==> config.mk <==
export PLATFORM = sky130hd
export DESIGN_NAME = tab_field_split_octal_unescape
export DESIGN_NICKNAME = d
export VERILOG_FILES = /design/src/tfsou_pkg.sv /design/src/tab_field_split_octal_unescape.sv /design/src/tfsou_front.sv /design/src/tfsou_queue.sv /design/src/tfsou_back.sv
export SDC_FILE = /design/constraint.sdc
export NUM_CORES = 1
export LEC_CHECK = 0
export BUFFER_PORTS_ARGS = -buffer_cell sky130_fd_sc_hd__buf_4
export CAP_MARGIN = 40
export CORE_AREA = 2 2 146 148
export CTS_CLUSTER_SIZE = 30
export DETAILED_ROUTE_END_ITERATION = 8
export DIE_AREA = 0 0 148 150
export PLACE_DENSITY = 0.88
export SYNTH_ARGS = -nofsm -noshare
export SYNTH_HDL_FRONTEND = slang
export SYNTH_SLANG_ARGS = --single-unit
==> constraint.sdc <==
create_clock -name clk -period 7.42 [get_ports clk]
set_input_delay 1.484 -clock clk [delete_from_list [all_inputs] [get_ports clk]]
set_output_delay 1.484 -clock clk [all_outputs]
set_load 0.005 [all_outputs]
==> src/tfsou_pkg.sv <==
// ----------------------------------------------------------------------------
// tfsou_pkg: shared types and constants for the tab field splitter
// Byte codes, result kinds and the job record handed from front to back.
// ----------------------------------------------------------------------------
`default_nettype none

package tfsou_pkg;

    // byte codes
    localparam logic [7:0] BYTE_TAB       = 8'h09;
    localparam logic [7:0] BYTE_BACKSLASH = 8'h5C;
    localparam logic [7:0] BYTE_ZERO      = 8'h30;

    // result kinds
    localparam logic [1:0] KIND_FEATURE = 2'd0;
    localparam logic [1:0] KIND_CONTEXT = 2'd1;
    localparam logic [1:0] KIND_STATUS  = 2'd2;

    // most results one input item can cause: three held escape bytes,
    // one byte (or a second held backslash) and the status
    localparam int MAX_RESULTS = 5;
    localparam int RES_CNT_W   = $clog2(MAX_RESULTS + 1);

    // default depth of the job queue between front and back
    localparam int QUEUE_DEPTH = 4;

    typedef struct packed {
        logic [7:0] data;
        logic [1:0] kind;
        logic       ok;
    } result_t;

    // all results caused by one input item, in order
    typedef struct packed {
        logic [RES_CNT_W-1:0]         count;
        result_t [MAX_RESULTS-1:0]    entries;
    } job_t;

endpackage

`default_nettype wire

==> src/tab_field_split_octal_unescape.sv <==
// ----------------------------------------------------------------------------
// tab_field_split_octal_unescape: tab field splitter with octal unescape
// The first result of an item goes into the job queue, then the output
// register that drives m_tvalid. Throughput: one item per cycle while items
// give at most one result and m_tready does not stall; an item with n results
// (at most five) holds the result issue for all n of them, and the job queue
// (QueueDepth jobs) lets the parser run ahead meanwhile.
// Reset: asynchronous, clears parser state, queue and output valid at once.
// ----------------------------------------------------------------------------
`default_nettype none

module tab_field_split_octal_unescape
#(
    parameter int QueueDepth = tfsou_pkg::QUEUE_DEPTH
)
(
    input  wire logic        clk,
    input  wire logic        rst_n,
    input  wire logic        s_tvalid,
    output logic             s_tready,
    input  wire logic [7:0]  s_tdata,   // [7:0] line_byte
    input  wire logic        s_tlast,   // end_of_line
    output logic             m_tvalid,
    input  wire logic        m_tready,
    output logic [7:0]       m_tdata,   // [7:0] data_byte
    output logic [7:0]       m_tuser,   // [1:0] kind, [2] line_ok, rest zero
    output logic             m_tlast    // run_last
);

    logic             queue_full;
    logic             push;
    tfsou_pkg::job_t  push_job;
    logic             pop;
    logic             head_valid;
    tfsou_pkg::job_t  head_job;

    // parser
    tfsou_front u_front
    (
        .clk        (clk),
        .rst_n      (rst_n),
        .s_tvalid   (s_tvalid),
        .s_tready   (s_tready),
        .s_tdata    (s_tdata),
        .s_tlast    (s_tlast),
        .queue_full (queue_full),
        .push       (push),
        .push_job   (push_job)
    );

    // job queue
    tfsou_queue #(
        .Depth (QueueDepth)
    ) u_queue
    (
        .clk        (clk),
        .rst_n      (rst_n),
        .push       (push),
        .push_job   (push_job),
        .full       (queue_full),
        .pop        (pop),
        .head_valid (head_valid),
        .head_job   (head_job)
    );

    // result issue
    tfsou_back u_back
    (
        .clk        (clk),
        .rst_n      (rst_n),
        .head_valid (head_valid),
        .head_job   (head_job),
        .pop        (pop),
        .m_tvalid   (m_tvalid),
        .m_tready   (m_tready),
        .m_tdata    (m_tdata),
        .m_tuser    (m_tuser),
        .m_tlast    (m_tlast)
    );

endmodule

`default_nettype wire

==> src/tfsou_front.sv <==
// ----------------------------------------------------------------------------
// tfsou_front: line parser
// Accepts one line byte per item, tracks the tab phase and escape state and
// turns each item into a job that lists all of its results.
// ----------------------------------------------------------------------------
`default_nettype none

module tfsou_front
(
    input  wire logic               clk,
    input  wire logic               rst_n,
    input  wire logic               s_tvalid,
    output logic                    s_tready,
    input  wire logic [7:0]         s_tdata,   // [7:0] line_byte
    input  wire logic               s_tlast,   // end_of_line
    input  wire logic               queue_full,
    output logic                    push,
    output tfsou_pkg::job_t         push_job
);

    // phase codes
    localparam logic [1:0] PH_SKIP    = 2'd0;
    localparam logic [1:0] PH_FEATURE = 2'd1;
    localparam logic [1:0] PH_CONTEXT = 2'd2;

    // escape codes: nothing, backslash, backslash + one digit, + two digits
    localparam logic [1:0] ES_NONE  = 2'd0;
    localparam logic [1:0] ES_SLASH = 2'd1;
    localparam logic [1:0] ES_ONE   = 2'd2;
    localparam logic [1:0] ES_TWO   = 2'd3;

    logic [1:0] phase_reg, phase_next;
    logic [1:0] es_reg, es_next;
    logic [2:0] d1_reg, d1_next;
    logic [2:0] d2_reg, d2_next;

    logic       accept;
    logic       is_digit;
    logic [2:0] digit;
    tfsou_pkg::job_t job;

    assign s_tready = !queue_full;
    assign accept   = s_tvalid && s_tready;
    assign is_digit = (s_tdata[7:3] == tfsou_pkg::BYTE_ZERO[7:3]);
    assign digit    = s_tdata[2:0];

    // classify the item and list its results
    always_comb
    begin
        logic [tfsou_pkg::RES_CNT_W-1:0] n;
        n          = '0;
        job        = '0;
        phase_next = phase_reg;
        es_next    = es_reg;
        d1_next    = d1_reg;
        d2_next    = d2_reg;

        unique case (phase_reg)
            PH_SKIP:
            begin
                if (s_tdata == tfsou_pkg::BYTE_TAB)
                begin
                    phase_next = PH_FEATURE;
                end
            end
            PH_FEATURE:
            begin
                if (s_tdata == tfsou_pkg::BYTE_TAB)
                begin
                    phase_next = PH_CONTEXT;
                end
                else
                begin
                    job.entries[n] = '{data: s_tdata, kind: tfsou_pkg::KIND_FEATURE,
                                       ok: 1'b0};
                    n = n + 1'b1;
                end
            end
            default:
            begin
                if (es_reg != ES_NONE && is_digit)
                begin
                    // escape continues
                    if (es_reg == ES_SLASH)
                    begin
                        d1_next = digit;
                        es_next = ES_ONE;
                    end
                    else if (es_reg == ES_ONE)
                    begin
                        d2_next = digit;
                        es_next = ES_TWO;
                    end
                    else
                    begin
                        job.entries[n] = '{data: {d1_reg[1:0], d2_reg, digit},
                                           kind: tfsou_pkg::KIND_CONTEXT, ok: 1'b0};
                        n = n + 1'b1;
                        es_next = ES_NONE;
                    end
                end
                else
                begin
                    // broken escape: held bytes go out unchanged
                    if (es_reg != ES_NONE)
                    begin
                        job.entries[n] = '{data: tfsou_pkg::BYTE_BACKSLASH,
                                           kind: tfsou_pkg::KIND_CONTEXT, ok: 1'b0};
                        n = n + 1'b1;
                    end
                    if (es_reg == ES_ONE || es_reg == ES_TWO)
                    begin
                        job.entries[n] = '{data: {tfsou_pkg::BYTE_ZERO[7:3], d1_reg},
                                           kind: tfsou_pkg::KIND_CONTEXT, ok: 1'b0};
                        n = n + 1'b1;
                    end
                    if (es_reg == ES_TWO)
                    begin
                        job.entries[n] = '{data: {tfsou_pkg::BYTE_ZERO[7:3], d2_reg},
                                           kind: tfsou_pkg::KIND_CONTEXT, ok: 1'b0};
                        n = n + 1'b1;
                    end
                    es_next = ES_NONE;
                    if (s_tdata == tfsou_pkg::BYTE_BACKSLASH)
                    begin
                        es_next = ES_SLASH;
                    end
                    else
                    begin
                        job.entries[n] = '{data: s_tdata, kind: tfsou_pkg::KIND_CONTEXT,
                                           ok: 1'b0};
                        n = n + 1'b1;
                    end
                end
            end
        endcase

        // end of line: flush what is held, then the status
        if (s_tlast)
        begin
            if (es_next != ES_NONE)
            begin
                job.entries[n] = '{data: tfsou_pkg::BYTE_BACKSLASH,
                                   kind: tfsou_pkg::KIND_CONTEXT, ok: 1'b0};
                n = n + 1'b1;
            end
            if (es_next == ES_ONE || es_next == ES_TWO)
            begin
                job.entries[n] = '{data: {tfsou_pkg::BYTE_ZERO[7:3], d1_next},
                                   kind: tfsou_pkg::KIND_CONTEXT, ok: 1'b0};
                n = n + 1'b1;
            end
            if (es_next == ES_TWO)
            begin
                job.entries[n] = '{data: {tfsou_pkg::BYTE_ZERO[7:3], d2_next},
                                   kind: tfsou_pkg::KIND_CONTEXT, ok: 1'b0};
                n = n + 1'b1;
            end
            // phase codes at or above the context code count as context
            job.entries[n] = '{data: 8'h00, kind: tfsou_pkg::KIND_STATUS,
                               ok: phase_next[1]};
            n = n + 1'b1;
            phase_next = PH_SKIP;
            es_next    = ES_NONE;
            d1_next    = '0;
            d2_next    = '0;
        end

        job.count = n;
    end

    assign push     = accept && (job.count != '0);
    assign push_job = job;

    // parser state
    always_ff @(posedge clk or negedge rst_n)
    begin
        if (!rst_n)
        begin
            phase_reg <= PH_SKIP;
            es_reg    <= ES_NONE;
            d1_reg    <= '0;
            d2_reg    <= '0;
        end
        else if (accept)
        begin
            phase_reg <= phase_next;
            es_reg    <= es_next;
            d1_reg    <= d1_next;
            d2_reg    <= d2_next;
        end
    end

`ifndef SYNTHESIS
    // a line end leaves the parser at the start of a line
    a_eol_clears: assert property (@(posedge clk) disable iff (!rst_n)
        (accept && s_tlast) |=> (phase_reg == PH_SKIP && es_reg == ES_NONE))
        else $error("parser state not cleared after line end");

    // a line end always yields a job ending in a status result
    a_eol_status: assert property (@(posedge clk) disable iff (!rst_n)
        (accept && s_tlast) |-> (push && job.count <= tfsou_pkg::RES_CNT_W'(
            tfsou_pkg::MAX_RESULTS)))
        else $error("line end without a well-formed status job");
`endif

endmodule

`default_nettype wire

==> src/tfsou_queue.sv <==
// ----------------------------------------------------------------------------
// tfsou_queue: job queue
// Small first-in first-out store of jobs between parser and result issue.
// ----------------------------------------------------------------------------
`default_nettype none

module tfsou_queue
#(
    parameter int Depth = tfsou_pkg::QUEUE_DEPTH
)
(
    input  wire logic               clk,
    input  wire logic               rst_n,
    input  wire logic               push,
    input  wire tfsou_pkg::job_t    push_job,
    output logic                    full,
    input  wire logic               pop,
    output logic                    head_valid,
    output tfsou_pkg::job_t         head_job
);

    localparam int PtrW = (Depth > 1) ? $clog2(Depth) : 1;
    localparam int CntW = $clog2(Depth + 1);

    tfsou_pkg::job_t mem_reg [Depth];

    logic [PtrW-1:0] wr_ptr_reg, wr_ptr_next;
    logic [PtrW-1:0] rd_ptr_reg, rd_ptr_next;
    logic [CntW-1:0] count_reg, count_next;
    logic            do_push;
    logic            do_pop;

    assign full       = (count_reg == CntW'(Depth));
    assign head_valid = (count_reg != '0);
    assign head_job   = mem_reg[rd_ptr_reg];
    assign do_push    = push && !full;
    assign do_pop     = pop && head_valid;

    // pointer and fill count
    always_comb
    begin
        wr_ptr_next = wr_ptr_reg;
        rd_ptr_next = rd_ptr_reg;
        if (do_push)
        begin
            wr_ptr_next = (wr_ptr_reg == PtrW'(Depth - 1)) ? '0 : wr_ptr_reg + PtrW'(1);
        end
        if (do_pop)
        begin
            rd_ptr_next = (rd_ptr_reg == PtrW'(Depth - 1)) ? '0 : rd_ptr_reg + PtrW'(1);
        end
        case ({do_push, do_pop})
            2'b10:   count_next = count_reg + CntW'(1);
            2'b01:   count_next = count_reg - CntW'(1);
            default: count_next = count_reg;
        endcase
    end

    always_ff @(posedge clk or negedge rst_n)
    begin
        if (!rst_n)
        begin
            wr_ptr_reg <= '0;
            rd_ptr_reg <= '0;
            count_reg  <= '0;
        end
        else
        begin
            wr_ptr_reg <= wr_ptr_next;
            rd_ptr_reg <= rd_ptr_next;
            count_reg  <= count_next;
        end
    end

    // storage
    always_ff @(posedge clk)
    begin
        if (do_push)
        begin
            mem_reg[wr_ptr_reg] <= push_job;
        end
    end

`ifndef SYNTHESIS
    // the parser never pushes into a full queue
    a_no_overflow: assert property (@(posedge clk) disable iff (!rst_n)
        push |-> !full)
        else $error("job pushed while queue full");
`endif

endmodule

`default_nettype wire

==> src/tfsou_back.sv <==
// ----------------------------------------------------------------------------
// tfsou_back: result issue
// Walks the head job into the output register one result per cycle when unstalled.
// ----------------------------------------------------------------------------
`default_nettype none

module tfsou_back
(
    input  wire logic               clk,
    input  wire logic               rst_n,
    input  wire logic               head_valid,
    input  wire tfsou_pkg::job_t    head_job,
    output logic                    pop,
    output logic                    m_tvalid,
    input  wire logic               m_tready,
    output logic [7:0]              m_tdata,   // [7:0] data_byte
    output logic [7:0]              m_tuser,   // [1:0] kind, [2] line_ok, rest zero
    output logic                    m_tlast    // run_last
);

    logic [tfsou_pkg::RES_CNT_W-1:0] idx_reg, idx_next;
    logic                            valid_reg, valid_next;
    logic [7:0]                      data_reg;
    logic [1:0]                      kind_reg;
    logic                            ok_reg;
    logic                            last_reg;

    logic                 issue;
    logic                 is_last;
    tfsou_pkg::result_t   cur;

    // issue when the output register is free or being emptied
    assign issue   = head_valid && (!valid_reg || m_tready);
    assign cur     = head_job.entries[idx_reg];
    assign is_last = (idx_reg == head_job.count - 1'b1);
    assign pop     = issue && is_last;

    always_comb
    begin
        idx_next = idx_reg;
        if (issue)
        begin
            idx_next = is_last ? '0 : idx_reg + 1'b1;
        end
        if (issue)
        begin
            valid_next = 1'b1;
        end
        else if (m_tready)
        begin
            valid_next = 1'b0;
        end
        else
        begin
            valid_next = valid_reg;
        end
    end

    always_ff @(posedge clk or negedge rst_n)
    begin
        if (!rst_n)
        begin
            idx_reg   <= '0;
            valid_reg <= 1'b0;
        end
        else
        begin
            idx_reg   <= idx_next;
            valid_reg <= valid_next;
        end
    end

    // output payload
    always_ff @(posedge clk)
    begin
        if (issue)
        begin
            data_reg <= cur.data;
            kind_reg <= cur.kind;
            ok_reg   <= cur.ok;
            last_reg <= is_last;
        end
    end

    assign m_tvalid = valid_reg;
    assign m_tdata  = data_reg;
    assign m_tuser  = {5'b00000, ok_reg, kind_reg};
    assign m_tlast  = last_reg;

`ifndef SYNTHESIS
    // the walk index stays inside the head job
    a_idx_in_job: assert property (@(posedge clk) disable iff (!rst_n)
        head_valid |-> (idx_reg < head_job.count))
        else $error("result index beyond job length");

    // a partly issued job is still at the head
    a_mid_job: assert property (@(posedge clk) disable iff (!rst_n)
        (idx_reg != '0) |-> head_valid)
        else $error("job left the queue before all results were issued");
`endif

endmodule

`default_nettype wire

==> metrics.yaml, run 1 <==
power_and_ir_drop:
  fin_total_pwr_mw: 4.679
  power.static_leakage_nw: 4.844
  ir_drop_mv: 0.1895
  p_per_area_mw_per_mm2: 333.3
timing:
  period_needed_ns: 6.706
  skew_ns: 0.01316
  finalWorstSetupSlack_ns: 0.7138
  max_slew_margin_pct: 34.75
  hold_viol_final: 0
  tightest_slew_ns: 0.9788
  tns_ns: 0
  report.final.slew_viol_count: 0
  whs_ns: 0.5029
  min_period_over_period_pct: 90.38
  rsz0062_at_grt: "no"
  fmax_mhz: 149.1
  setup_violations: 0
clock_network:
  cts_hold_buf: 0
  clk_pin_slew_ns: 0.06
  cts_setup_buffers: 0
  cts_sinks: 265
  clock_latency_ns: 0.51
  cts_made_buffers: 25
  cts_buffer_depth: 3
  root_buffer: "clkbuf_16"
  ctsResizeCount: 0
  cts.htree.levels: 1
  cts_tree: "built"
synth:
  synth.most_common_cell: "edfxtp_1"
  yosys_most_used_dff: "edfxtp_1"
  synth.distinct_cells: 88
  syn-cell-area_mm2: 0.01277
  post_synth.cell_area_avg_um2: 14.58
  synth_top_area_share_pct: 57.37
  synthTopCellsByArea: "edfxtp_1, mux4_2, dfrtp_1"
  synth-async-reset-ratio_pct: 7.925
  synth_warnings: 0
  syn-instance-count: 876
  netlist.top_cell.by_area: "edfxtp_1"
  synthTopCellsByCount: "edfxtp_1, nand2_1, nor2_1, mux4_2, a21oi_1"
  synth_seq_cells: 265
  synth_seq_area_share_pct: 61.49
  synth_edf_count: 244
placement:
  pre_cts_slack_ns: 0.2453
  io_buffers: 26
  dpl_cell_area_mm2: 0.01328
  dp.cells: 1151
  place_congestion: 1.027
  place_hpwl_um: 20330
setup_path:
  crit_family: "simple AND/OR/NAND/NOR gates"
  crit_path_start_kind: "primary input"
  slowest_stage: "and2_2"
  worstPathCellList: "buf_4 -> nor4b_4 -> a21oi_1 -> o311ai_1 -> and2_2 -> inv_2 -> ha_1 -> a21o_1 -> ha_1 -> nor2_1 -> nor2_1 -> ha_1 -> nand3_1 -> o21a_1 -> o211ai_1 -> a221oi_4 -> xor2_1 -> or3_4 -> a31oi_4 -> and2_2 -> buf_12"
  worstPathRequired_ns: 7.63
  cp_max_fo: 26
  cp_common_cell: "ha_1"
  arrival_ns: 6.91
  path_class: "in2reg"
  worst-path-buf-inv: 3
  cpPeakStageDelay_ns: 0.50
  end_kind: "register"
detailed_routing:
  routedWlPerCell_um: 26.62
  wirelength_um: 31840
  num_vias: 8174
  first_pass_iters: 6
  viasPerCell: 6.834
  drcViolationCount: 0
  first_iter_violations: 1159
  antenna_left: 0
global_routing:
  first_global_vias: 8093
  antenna_found_initial: 0
  grt_pass1_wl_um: 48090
  grt_max_degree: 61
  grt_use_total_pct: 28.99
  grt-ovfl-total: 0
worst_hold_path:
  hold_path_class: "reg2reg"
finish:
  n_antenna_cell: 0
  largest_reg_flops: 232
  finalNonFillerCells: 1196
  regArea_mm2: 0.007858
  area_growth_pct: 9.915
  multiInputGateArea_mm2: 0.004623
  final_nets: 937
  finalInstanceArea_mm2: 0.01404
  fillers: 1383
  post-route-util_pct: 67.85
  drive_gt1_share_pct: 19.33
floorplan:
  fp.dieW_um: 148
  pin_count: 32
  die_area_mm2: 0.02220
  core_area_mm2: 0.02069
  start_util_pct: 61.73
  num_rows: 53
  die_h_um: 150
outcome:
  status: "finished clean"
job:
  drv_cap: 0
[cells in the final DEF (no fill, tap or decap), types with 6 or more instances in the layout]
cell,instances
edfxtp_1,244
nand2_1,66
nor2_1,63
mux4_2,58
a21oi_1,46
o21ai_0,41
buf_4,36
mux2i_1,27
clkbuf_16,25
inv_1,20
ha_1,20
dfrtp_1,19
nand3_1,17
conb_1,17
nor3_1,12
xnor2_1,11
a22oi_1,11
clkbuf_1,10
or3_1,9
a22o_1,8
nor2b_1,7
mux2_2,7
o22ai_1,6
[cells by family after synthesis]
kind of cell | count (synthesis) | share of synthesized area, %
buf+inv | 79 | 2.822
xor+xnor | 18 | 1.587
compound gates | 179 | 9.964
flops | 265 | 61.49
mux | 94 | 13.20
fa+ha+maj | 21 | 2.116
other cells | 1 | 0.02936
simple gates | 219 | 8.798
[cell type report]
type                       count  area share [%]
sequential                   265           55.98
clock buffer                  37           4.920
inverter                      22          0.5883
tap                          275           2.451
timing repair buffer          41           2.638
multi-input combinational    548           32.94
clock inverter                 8          0.4902
[power breakdown]
group,leakage (nW),internal (mW),switching [mW],total (mW)
clock network,0.370,0.681,0.539,1.22
registers,2.55,1.91,0.144,2.06
logic,1.92,0.628,0.773,1.40
[layer usage]
| layer | share of wire, % | wire (um) | GRT usage (%) | vias to the layer above |
|---|---|---|---|---|
| met3 | 10 | 3173 | 4.787 | 114 |
| met2 | 50 | 15770 | 48.40 | 585 |
| li1 | - | - | - | 3442 |
| met4 | 4.5 | 1422 | 10.86 | 0 |
| met1 | 36 | 11470 | 38.87 | 4033 |
| met5 | 0 | 0 | 0 | - |
[final timing paths]
kind / start / to / slack (ns) / cells past startpoint
setup / recovery: s_tdata[1] / u_queue.mem_reg[1][6] / 0.71 / 21
hold / removal: u_queue.count_reg[2] / u_queue.count_reg[2] / 0.50 / 1
setup reg to reg: u_front.es_reg[0] / u_queue.mem_reg[1][6] / 0.81 / 23
hold reg to reg: u_queue.count_reg[2] / u_queue.count_reg[2] / 0.50 / 1
max in group asynchronous: rst_n / u_queue.rd_ptr_reg[0] / 6.30 / 1
min in group asynchronous: rst_n / u_queue.rd_ptr_reg[1] / 0.86 / 1
Note: power is estimated with default switching activity, not from simulation.
==> run 2, diff against run 1 <==
--- a/config.mk
+++ b/config.mk
@@ -14,4 +14,5 @@
 export PLACE_DENSITY = 0.88
 export SYNTH_ARGS = -nofsm -noshare
 export SYNTH_HDL_FRONTEND = slang
+export SYNTH_HIERARCHICAL = 1
 export SYNTH_SLANG_ARGS = --single-unit
==> run 2 against run 1 <==
- cell area decreased by 0.39%
- critical endpoint is now u_queue/count_reg[2]
- die area unchanged
- combinational power is 17% lower
- synthesized cell count is 1.0% lower
- total power down 7.4%
- non-clock buffer count up 11
- core utilization fell by 0.27 points
- wire length decreased by 3.3%
- synthesized area shrank 0.36%
- fmax decreased by 1.6%
==> metrics.yaml, run 2 <==
setup_path:
  worstPathRequired_ns: 7.82  # was 7.63 ns
  path_class: "in2reg"  # unchanged
  cp_max_fo: 9  # was 26
  end_kind: "register"  # unchanged
  crit_family: "compound AO/OA/AOI/OAI gates"  # was simple AND/OR/NAND/NOR gates
  slowest_stage: "or4b_4"  # was and2_2
  crit_path_start_kind: "primary input"  # unchanged
  crit-reg2reg-capture: "u_queue/count_reg[2]"  # was u_queue.mem_reg[1][6]
  worst-path-buf-inv: 4  # was 3
  timing.rr.start: "u_front/es_reg[1]"  # was u_front.es_reg[0]
  arrival_ns: 7.22  # was 6.91 ns
  cp_common_cell: "ha_1"  # unchanged
  reg2reg_setup_slack_ns: 1.05  # was 0.81 ns
  r2r_cells: 28  # was 23
  cpPeakStageDelay_ns: 0.60  # was 0.50 ns
synth:
  synth_seq_cells: 265  # unchanged
  netlist.top_cell.by_area: "edfxtp_1"  # unchanged
  yosys_most_used_dff: "edfxtp_1"  # unchanged
  syn-instance-count: 867  # was 876
  synth.distinct_cells: 87  # was 88
  synth.most_common_cell: "edfxtp_1"  # unchanged
  synth_seq_area_share_pct: 61.71  # was 61.49%
  synthTopCellsByCount: "edfxtp_1, nand2_1, mux4_2, o21ai_0, nor2_1"  # was edfxtp_1, nand2_1, nor2_1, mux4_2, a21oi_1
  synth-async-reset-ratio_pct: 7.925  # unchanged
  synthTopCellsByArea: "edfxtp_1, mux4_2, dfrtp_1"  # unchanged
  post_synth.cell_area_avg_um2: 14.68  # was 14.58 um^2
  syn-cell-area_mm2: 0.01272  # was 0.01277 mm^2
  synth_edf_count: 244  # unchanged
  synth_top_area_share_pct: 57.58  # was 57.37%
  synth_warnings: 6  # was 0
placement:
  io_buffers: 26  # unchanged
  dp.cells: 1137  # was 1151
  place_hpwl_um: 20100  # was 20330 um
  place_congestion: 0.9762  # was 1.027
worst_hold_path:
  hold_depth: 1  # unchanged
  worstHoldStart: "u_queue/count_reg[2]"  # was u_queue.count_reg[2]
  min_to: "u_queue/count_reg[2]"  # was u_queue.count_reg[2]
  hold_path_class: "reg2reg"  # unchanged
outcome:
  status: "finished clean"  # unchanged
timing:
  max_slew_margin_pct: 38.47  # was 34.75%
  skew_ns: 0.01268  # was 0.01316 ns
  rsz0062_at_grt: "no"  # unchanged
  tightest_slew_ns: 0.9174  # was 0.9788 ns
  report.final.slew_viol_count: 0  # unchanged
  period_needed_ns: 6.817  # was 6.706 ns
  whs_ns: 0.4861  # was 0.5029 ns
  hold_viol_final: 0  # unchanged
  fmax_mhz: 146.7  # was 149.1 MHz
  setup_violations: 0  # unchanged
  min_period_over_period_pct: 91.87  # was 90.38%
  tns_ns: 0  # unchanged
floorplan:
  fp.dieW_um: 148  # unchanged
  die_h_um: 150  # unchanged
  core_area_mm2: 0.02069  # unchanged
  pin_count: 32  # unchanged
  num_rows: 53  # unchanged
  die_area_mm2: 0.02220  # unchanged
  start_util_pct: 61.50  # was 61.73%
clock_network:
  clk_pin_slew_ns: 0.06  # about the same
  cts_made_buffers: 26  # was 25
  clock_latency_ns: 0.52  # was 0.51 ns
  cts_hold_buf: 0  # unchanged
  cts_buffer_depth: 3  # unchanged
  root_buffer: "clkbuf_16"  # unchanged
  cts.htree.levels: 1  # unchanged
  ctsResizeCount: 0  # unchanged
  cts_setup_buffers: 0  # unchanged
  cts_sinks: 265  # unchanged
  cts_tree: "built"  # unchanged
global_routing:
  grt-ovfl-total: 0  # unchanged
  antenna_found_initial: 0  # unchanged
  grt_max_degree: 61  # unchanged
  grt_use_total_pct: 28.55  # was 28.99%
  first_global_vias: 7834  # was 8093
  grt_pass1_wl_um: 47150  # was 48090 um
detailed_routing:
  num_vias: 7960  # was 8174
  antenna_left: 0  # unchanged
  wirelength_um: 30770  # was 31840 um
  viasPerCell: 6.740  # was 6.834
  drcViolationCount: 0  # unchanged
  first_pass_iters: 6  # unchanged
  first_iter_violations: 1029  # was 1159
  routedWlPerCell_um: 26.05  # was 26.62 um
power_and_ir_drop:
  fin_total_pwr_mw: 4.334  # was 4.679 mW
  power.static_leakage_nw: 4.802  # was 4.844 nW
  p_per_area_mw_per_mm2: 310.0  # was 333.3 mW/mm^2
  ir_drop_mv: 0.2781  # was 0.1895 mV
finish:
  drive_gt1_share_pct: 22.41  # was 19.33%
  area_growth_pct: 9.882  # was 9.915%
  n_antenna_cell: 0  # unchanged
  regArea_mm2: 0.007858  # unchanged
  layout_commonest_cell: "edfxtp_1"  # unchanged
  final_cell_mix: "edfxtp_1, nand2_1, mux4_2"  # was edfxtp_1, nand2_1, nor2_1
  final_nets: 924  # was 937
  multiInputGateArea_mm2: 0.004417  # was 0.004623 mm^2
  fillers: 1403  # was 1383
  finalNonFillerCells: 1181  # was 1196
  largest_reg_flops: 232  # unchanged
job:
  drv_cap: 0  # unchanged
[run 2: worst max path at each step]
stage                          start               endpoint  cells after the start
after global routing      s_tdata[5]   u_queue/count_reg[2]                     27
after CTS                 s_tdata[5]   u_queue/count_reg[1]                     25
after detailed placement  s_tdata[5]   u_queue/count_reg[1]                     25
final                     s_tdata[5]   u_queue/count_reg[2]                     27
after floorplan           s_tdata[1]  u_queue/mem_reg[0][0]                     21
after global placement    s_tdata[5]   u_queue/count_reg[1]                     25
[run 2: worst register-to-register path, delay by kind of cell, from the launching register on]
| family | cells | cell delay [ns] |
|---|---|---|
| adder cells (fa/ha/maj) | 6 | 1.85 |
| AO/OA/AOI/OAI | 7 | 1.70 |
| AND/OR/NAND/NOR | 7 | 0.99 |
| buffers and inverters | 5 | 0.72 |
| XOR/XNOR | 3 | 0.49 |
| flip-flops | 1 | 0.47 |
[run 2: cell type report]
class / count / share of cell area, %
Inverter: 35 / 0.9396
Sequential cell: 265 / 56.20
Timing Repair Buffer: 52 / 3.293
Clock buffer: 30 / 4.913
Multi-Input combinational cell: 510 / 31.59
Tap cell: 275 / 2.461
Clock inverter: 14 / 0.6085
[run 2: metal layers]
metal | up-vias | share of wire, % | global-route usage, %
li1 | 3430 | - | -
met1 | 3935 | 39 | 40.23
met2 | 511 | 49 | 46.50
met3 | 84 | 8.7 | 4.024
met4 | 0 | 3.8 | 10.05
met5 | - | 0 | 0
[run 2: through the flow]
step / worst slack [ns] / area, um^2 / utilization [%]
floorplan: 0.5408 / 12750 / -
global placement: 0.3834 / 13180 / 63.72
detailed placement: 0.1785 / 13210 / 63.85
CTS: 0.6745 / 13980 / 67.58
global route: 0.1873 / 13980 / 67.58
finish: 0.6032 / 13980 / 67.58
[run 2: cell families (layout without fill, tap and decap cells)]
| kind of cell | after synthesis | in the layout | synth area share [%] |
|---|---|---|---|
| DFF | 265 | 265 | 61.71 |
| AOI/OAI and AO/OA | 165 | 165 | 8.791 |
| muxes | 84 | 84 | 13.55 |
| buffers and inverters | 98 | 131 | 3.756 |
| and+or+nand+nor | 219 | 219 | 9.007 |
| xor gates and xnor gates | 13 | 13 | 1.003 |
| adders and majority gates | 21 | 21 | 2.124 |
| other | 2 | 8 | 0.05902 |
[run 2: power breakdown]
| group | switching, mW | leakage [nW] | internal (mW) |
|---|---|---|---|
| combinational | 0.584 | 1.90 | 0.581 |
| clock | 0.533 | 0.372 | 0.663 |
| sequential | 0.113 | 2.53 | 1.86 |
| total | 1.23 | 4.80 | 3.10 |
==> run 3, diff against run 2 <==
--- a/config.mk
+++ b/config.mk
@@ -5,13 +5,15 @@
 export SDC_FILE = /design/constraint.sdc
 export NUM_CORES = 1
 export LEC_CHECK = 0
+export ABC_AREA = 1
 export BUFFER_PORTS_ARGS = -buffer_cell sky130_fd_sc_hd__buf_4
 export CAP_MARGIN = 40
-export CORE_AREA = 2 2 146 148
+export CORE_AREA = 2 2 155 157
 export CTS_CLUSTER_SIZE = 30
 export DETAILED_ROUTE_END_ITERATION = 8
-export DIE_AREA = 0 0 148 150
+export DIE_AREA = 0 0 157 159
 export PLACE_DENSITY = 0.88
+export REMOVE_ABC_BUFFERS = 1
 export SYNTH_ARGS = -nofsm -noshare
 export SYNTH_HDL_FRONTEND = slang
 export SYNTH_HIERARCHICAL = 1
==> run 3 against run 2 <==
- global-route usage is 1.1 points higher
- critical path depth is 2 higher
- wire length is 19% higher
- flip-flop and latch count stayed put
- clock power hardly changed
- worst hold slack worse by 0.0045 ns
- cell area is 11% higher
- critical path type unchanged
- highest routed layer unchanged
==> metrics.yaml, run 3 <==
synth:
  post_synth.cell_area_avg_um2: 9.912  # was 14.68 um^2
  synth_warnings: 6  # unchanged
  synth_simple_gate_area_share_pct: 19.25  # was 9.007%
  synth_seq_cells: 265  # unchanged
  synth.most_common_cell: "nand2_1"  # was edfxtp_1
  synthMuxAreaShare_pct: 0  # was 13.55%
  syn-instance-count: 1454  # was 867
  synthTopCellsByCount: "nand2_1, edfxtp_1, inv_1, nand3_1, o211ai_1"  # was edfxtp_1, nand2_1, mux4_2, o21ai_0, nor2_1
  synth-async-reset-ratio_pct: 7.925  # unchanged
  synth.distinct_cells: 56  # was 87
  synth_top_family_by_area: "simple AND/OR/NAND/NOR gates"  # was multiplexers
  synth-xor-area-share_pct: 0.1215  # was 1.003%
  netlist.top_cell.by_area: "edfxtp_1"  # unchanged
  synth_compound_area_share_pct: 13.62  # was 8.791%
  synth_top_area_share_pct: 50.84  # was 57.58%
  yosys_most_used_dff: "edfxtp_1"  # unchanged
  synth_seq_area_share_pct: 54.48  # was 61.71%
  synth_fa_ha_area_share_pct: 1.875  # was 2.124%
  syn-cell-area_mm2: 0.01441  # was 0.01272 mm^2
  synthTopCellsByArea: "edfxtp_1, nand2_1, inv_1"  # was edfxtp_1, mux4_2, dfrtp_1
  synth_edf_count: 244  # unchanged
clock_network:
  root_buffer: "clkbuf_16"  # unchanged
  cts_setup_buffers: 0  # unchanged
  cts_hold_buf: 0  # unchanged
  clock_latency_ns: 0.52  # about the same
  cts.htree.levels: 1  # unchanged
  cts_tree: "built"  # unchanged
  cts_sinks: 265  # unchanged
  ctsResizeCount: 0  # unchanged
  clk_pin_slew_ns: 0.06  # about the same
  cts_made_buffers: 26  # unchanged
  cts_buffer_depth: 3  # unchanged
power_and_ir_drop:
  switching_share_pct: 36.61  # was 28.39%
  fin_total_pwr_mw: 4.915  # was 4.334 mW
  p_int_mw: 3.116  # was 3.104 mW
  p_sw_mw: 1.799  # was 1.230 mW
  comb_power_share_pct: 35.2  # was 26.9%
  p_per_area_mw_per_mm2: 317.9  # was 310.0 mW/mm^2
  power_frac_seq_pct: 40.5  # was 45.5%
  ir_drop_mv: 0.1686  # was 0.2781 mV
  power.static_leakage_nw: 6.571  # was 4.802 nW
  p_clk_share_pct: 24.3  # was 27.6%
detailed_routing:
  first_pass_iters: 6  # unchanged
  drcViolationCount: 0  # unchanged
  first_iter_violations: 1306  # was 1029
  antenna_left: 0  # unchanged
  wirelength_um: 36530  # was 30770 um
  viasPerCell: 5.987  # was 6.740
  routedWlPerCell_um: 20.31  # was 26.05 um
  num_vias: 10771  # was 7960
timing:
  skew_ns: 0.009350  # was 0.01268 ns
  period_needed_ns: 6.247  # was 6.817 ns
  whs_ns: 0.4816  # was 0.4861 ns
  finalWorstSetupSlack_ns: 1.173  # was 0.6032 ns
  max_slew_margin_pct: 45.95  # was 38.47%
  min_period_over_period_pct: 84.20  # was 91.87%
  report.final.slew_viol_count: 0  # unchanged
  tightest_slew_ns: 0.8107  # was 0.9174 ns
  setup_violations: 0  # unchanged
  rsz0062_at_grt: "no"  # unchanged
  hold_viol_final: 0  # unchanged
  fmax_mhz: 160.1  # was 146.7 MHz
finish:
  final_nets: 1496  # was 924
  post-route-util_pct: 66.65  # was 67.58%
  final_cell_mix: "nand2_1, edfxtp_1, inv_1"  # was edfxtp_1, nand2_1, mux4_2
  layout_commonest_cell: "nand2_1"  # was edfxtp_1
  n_antenna_cell: 0  # unchanged
  finalInstanceArea_mm2: 0.01546  # was 0.01398 mm^2
  drive_gt1_share_pct: 16.22  # was 22.41%
  largest_reg_flops: 232  # unchanged
  area_growth_pct: 7.249  # was 9.882%
setup_path:
  crit_family: "simple AND/OR/NAND/NOR gates"  # was compound AO/OA/AOI/OAI gates
  reg2reg_setup_slack_ns: 1.33  # was 1.05 ns
  cp_common_cell: "nand2_1"  # was ha_1
  path_class: "in2reg"  # unchanged
  end_kind: "register"  # unchanged
  worstPathRequired_ns: 7.84  # was 7.82 ns
  startpoint: "s_tdata[6]"  # was s_tdata[5]
  slowest_stage: "fa_1"  # was or4b_4
  crit-reg2reg-capture: "u_queue/count_reg[1]"  # was u_queue/count_reg[2]
  worstSetupPathDepth: 29  # was 27
  cpPeakStageDelay_ns: 0.41  # was 0.60 ns
  cp-endpoint: "u_queue/count_reg[1]"  # was u_queue/count_reg[2]
  crit_path_start_kind: "primary input"  # unchanged
  worst-path-buf-inv: 5  # was 4
  arrival_ns: 6.67  # was 7.22 ns
  r2r_cells: 30  # was 28
  cp_max_fo: 13  # was 9
  timing.rr.start: "u_front/es_reg[0]"  # was u_front/es_reg[1]
floorplan:
  start_util_pct: 62.14  # was 61.50%
  core_area_mm2: 0.02319  # was 0.02069 mm^2
  die_h_um: 159  # was 150 um
  pin_count: 32  # unchanged
  fp.dieW_um: 157  # was 148 um
  die_area_mm2: 0.02496  # was 0.02220 mm^2
  num_rows: 56  # was 53
global_routing:
  grt-ovfl-total: 0  # unchanged
  first_global_vias: 10529  # was 7834
  grt_max_degree: 67  # was 61
  grt_pass1_wl_um: 57060  # was 47150 um
  grt_use_total_pct: 29.62  # was 28.55%
  antenna_found_initial: 0  # unchanged
placement:
  dpl_cell_area_mm2: 0.01470  # was 0.01321 mm^2
  pre_cts_slack_ns: 0.7108  # was 0.1785 ns
  place_hpwl_um: 24490  # was 20100 um
  io_buffers: 26  # unchanged
  place_congestion: 1.002  # was 0.9762
outcome:
  status: "finished clean"  # unchanged
job:
  drv_cap: 0  # unchanged
worst_hold_path:
  hold_path_class: "reg2reg"  # unchanged
run 3: routing by layer:
layer	wire (um)	part of all wire [%]	global-route usage [%]	vias up
met3	3586	9.8	4.273	139
met1	13650	37	39.39	5003
met2	17620	48	48.92	739
li1	-	-	-	4890
met5	0	0	0	-
met4	1676	4.6	12.39	0
run 3: power by group through the flow:
| stage | Clock, mW | Combinational [mW] | Sequential [mW] |
|---|---|---|---|
| detailed placement | 0 | 1.68 | 2.02 |
| global route | 1.26 | 1.88 | 2.01 |
| finish | 1.20 | 1.73 | 1.99 |
| floorplan | 0 | 1.01 | 2.19 |
| global placement | 0 | 1.57 | 2.01 |
| CTS | 1.20 | 1.71 | 1.99 |
run 3: metrics by stage:
| stage | cells | setup TNS [ns] |
|---|---|---|
| 3_5_place_dp | 1753 | 0 |
| 5_1_grt | 1799 | 0 |
| 3_3_place_gp | 1750 | 0 |
| 6_report | 1799 | 0 |
| 2_1_floorplan | 1392 | -76.25 |
| 4_1_cts | 1799 | 0 |
run 3: how the worst min path moves through the flow:
stage                    startpoint              endpoint  slack, ns  depth (start not counted)
2_1_floorplan  u_front/phase_reg[0]  u_front/phase_reg[0]       0.44                          1
3_3_place_gp   u_front/phase_reg[0]  u_front/phase_reg[0]       0.46                          1
3_5_place_dp   u_front/phase_reg[0]  u_front/phase_reg[0]       0.47                          1
4_1_cts        u_front/phase_reg[0]  u_front/phase_reg[0]       0.48                          1
5_1_grt        u_front/phase_reg[0]  u_front/phase_reg[0]       0.50                          1
6_report       u_front/phase_reg[0]  u_front/phase_reg[0]       0.48                          1
run 3: final cells by class:
cell class / count / area [um^2]
clock inverters: 7 / 36.28
inverters: 244 / 933.4
repair buffers: 42 / 425.4
fillers: 1649 / 7735
multi-input cells: 883 / 5085
well taps: 319 / 399.1
flip-flops and latches: 265 / 7858
clock buffers: 39 / 720.7
run 3: kinds of logic after synthesis:
group                      after synthesis
and+or+nand+nor                        598
buffers and inverters                  312
DFF                                    265
AOI/OAI and AO/OA                      254
adders and majority gates               21
xor gates and xnor gates                 2
other                                    2
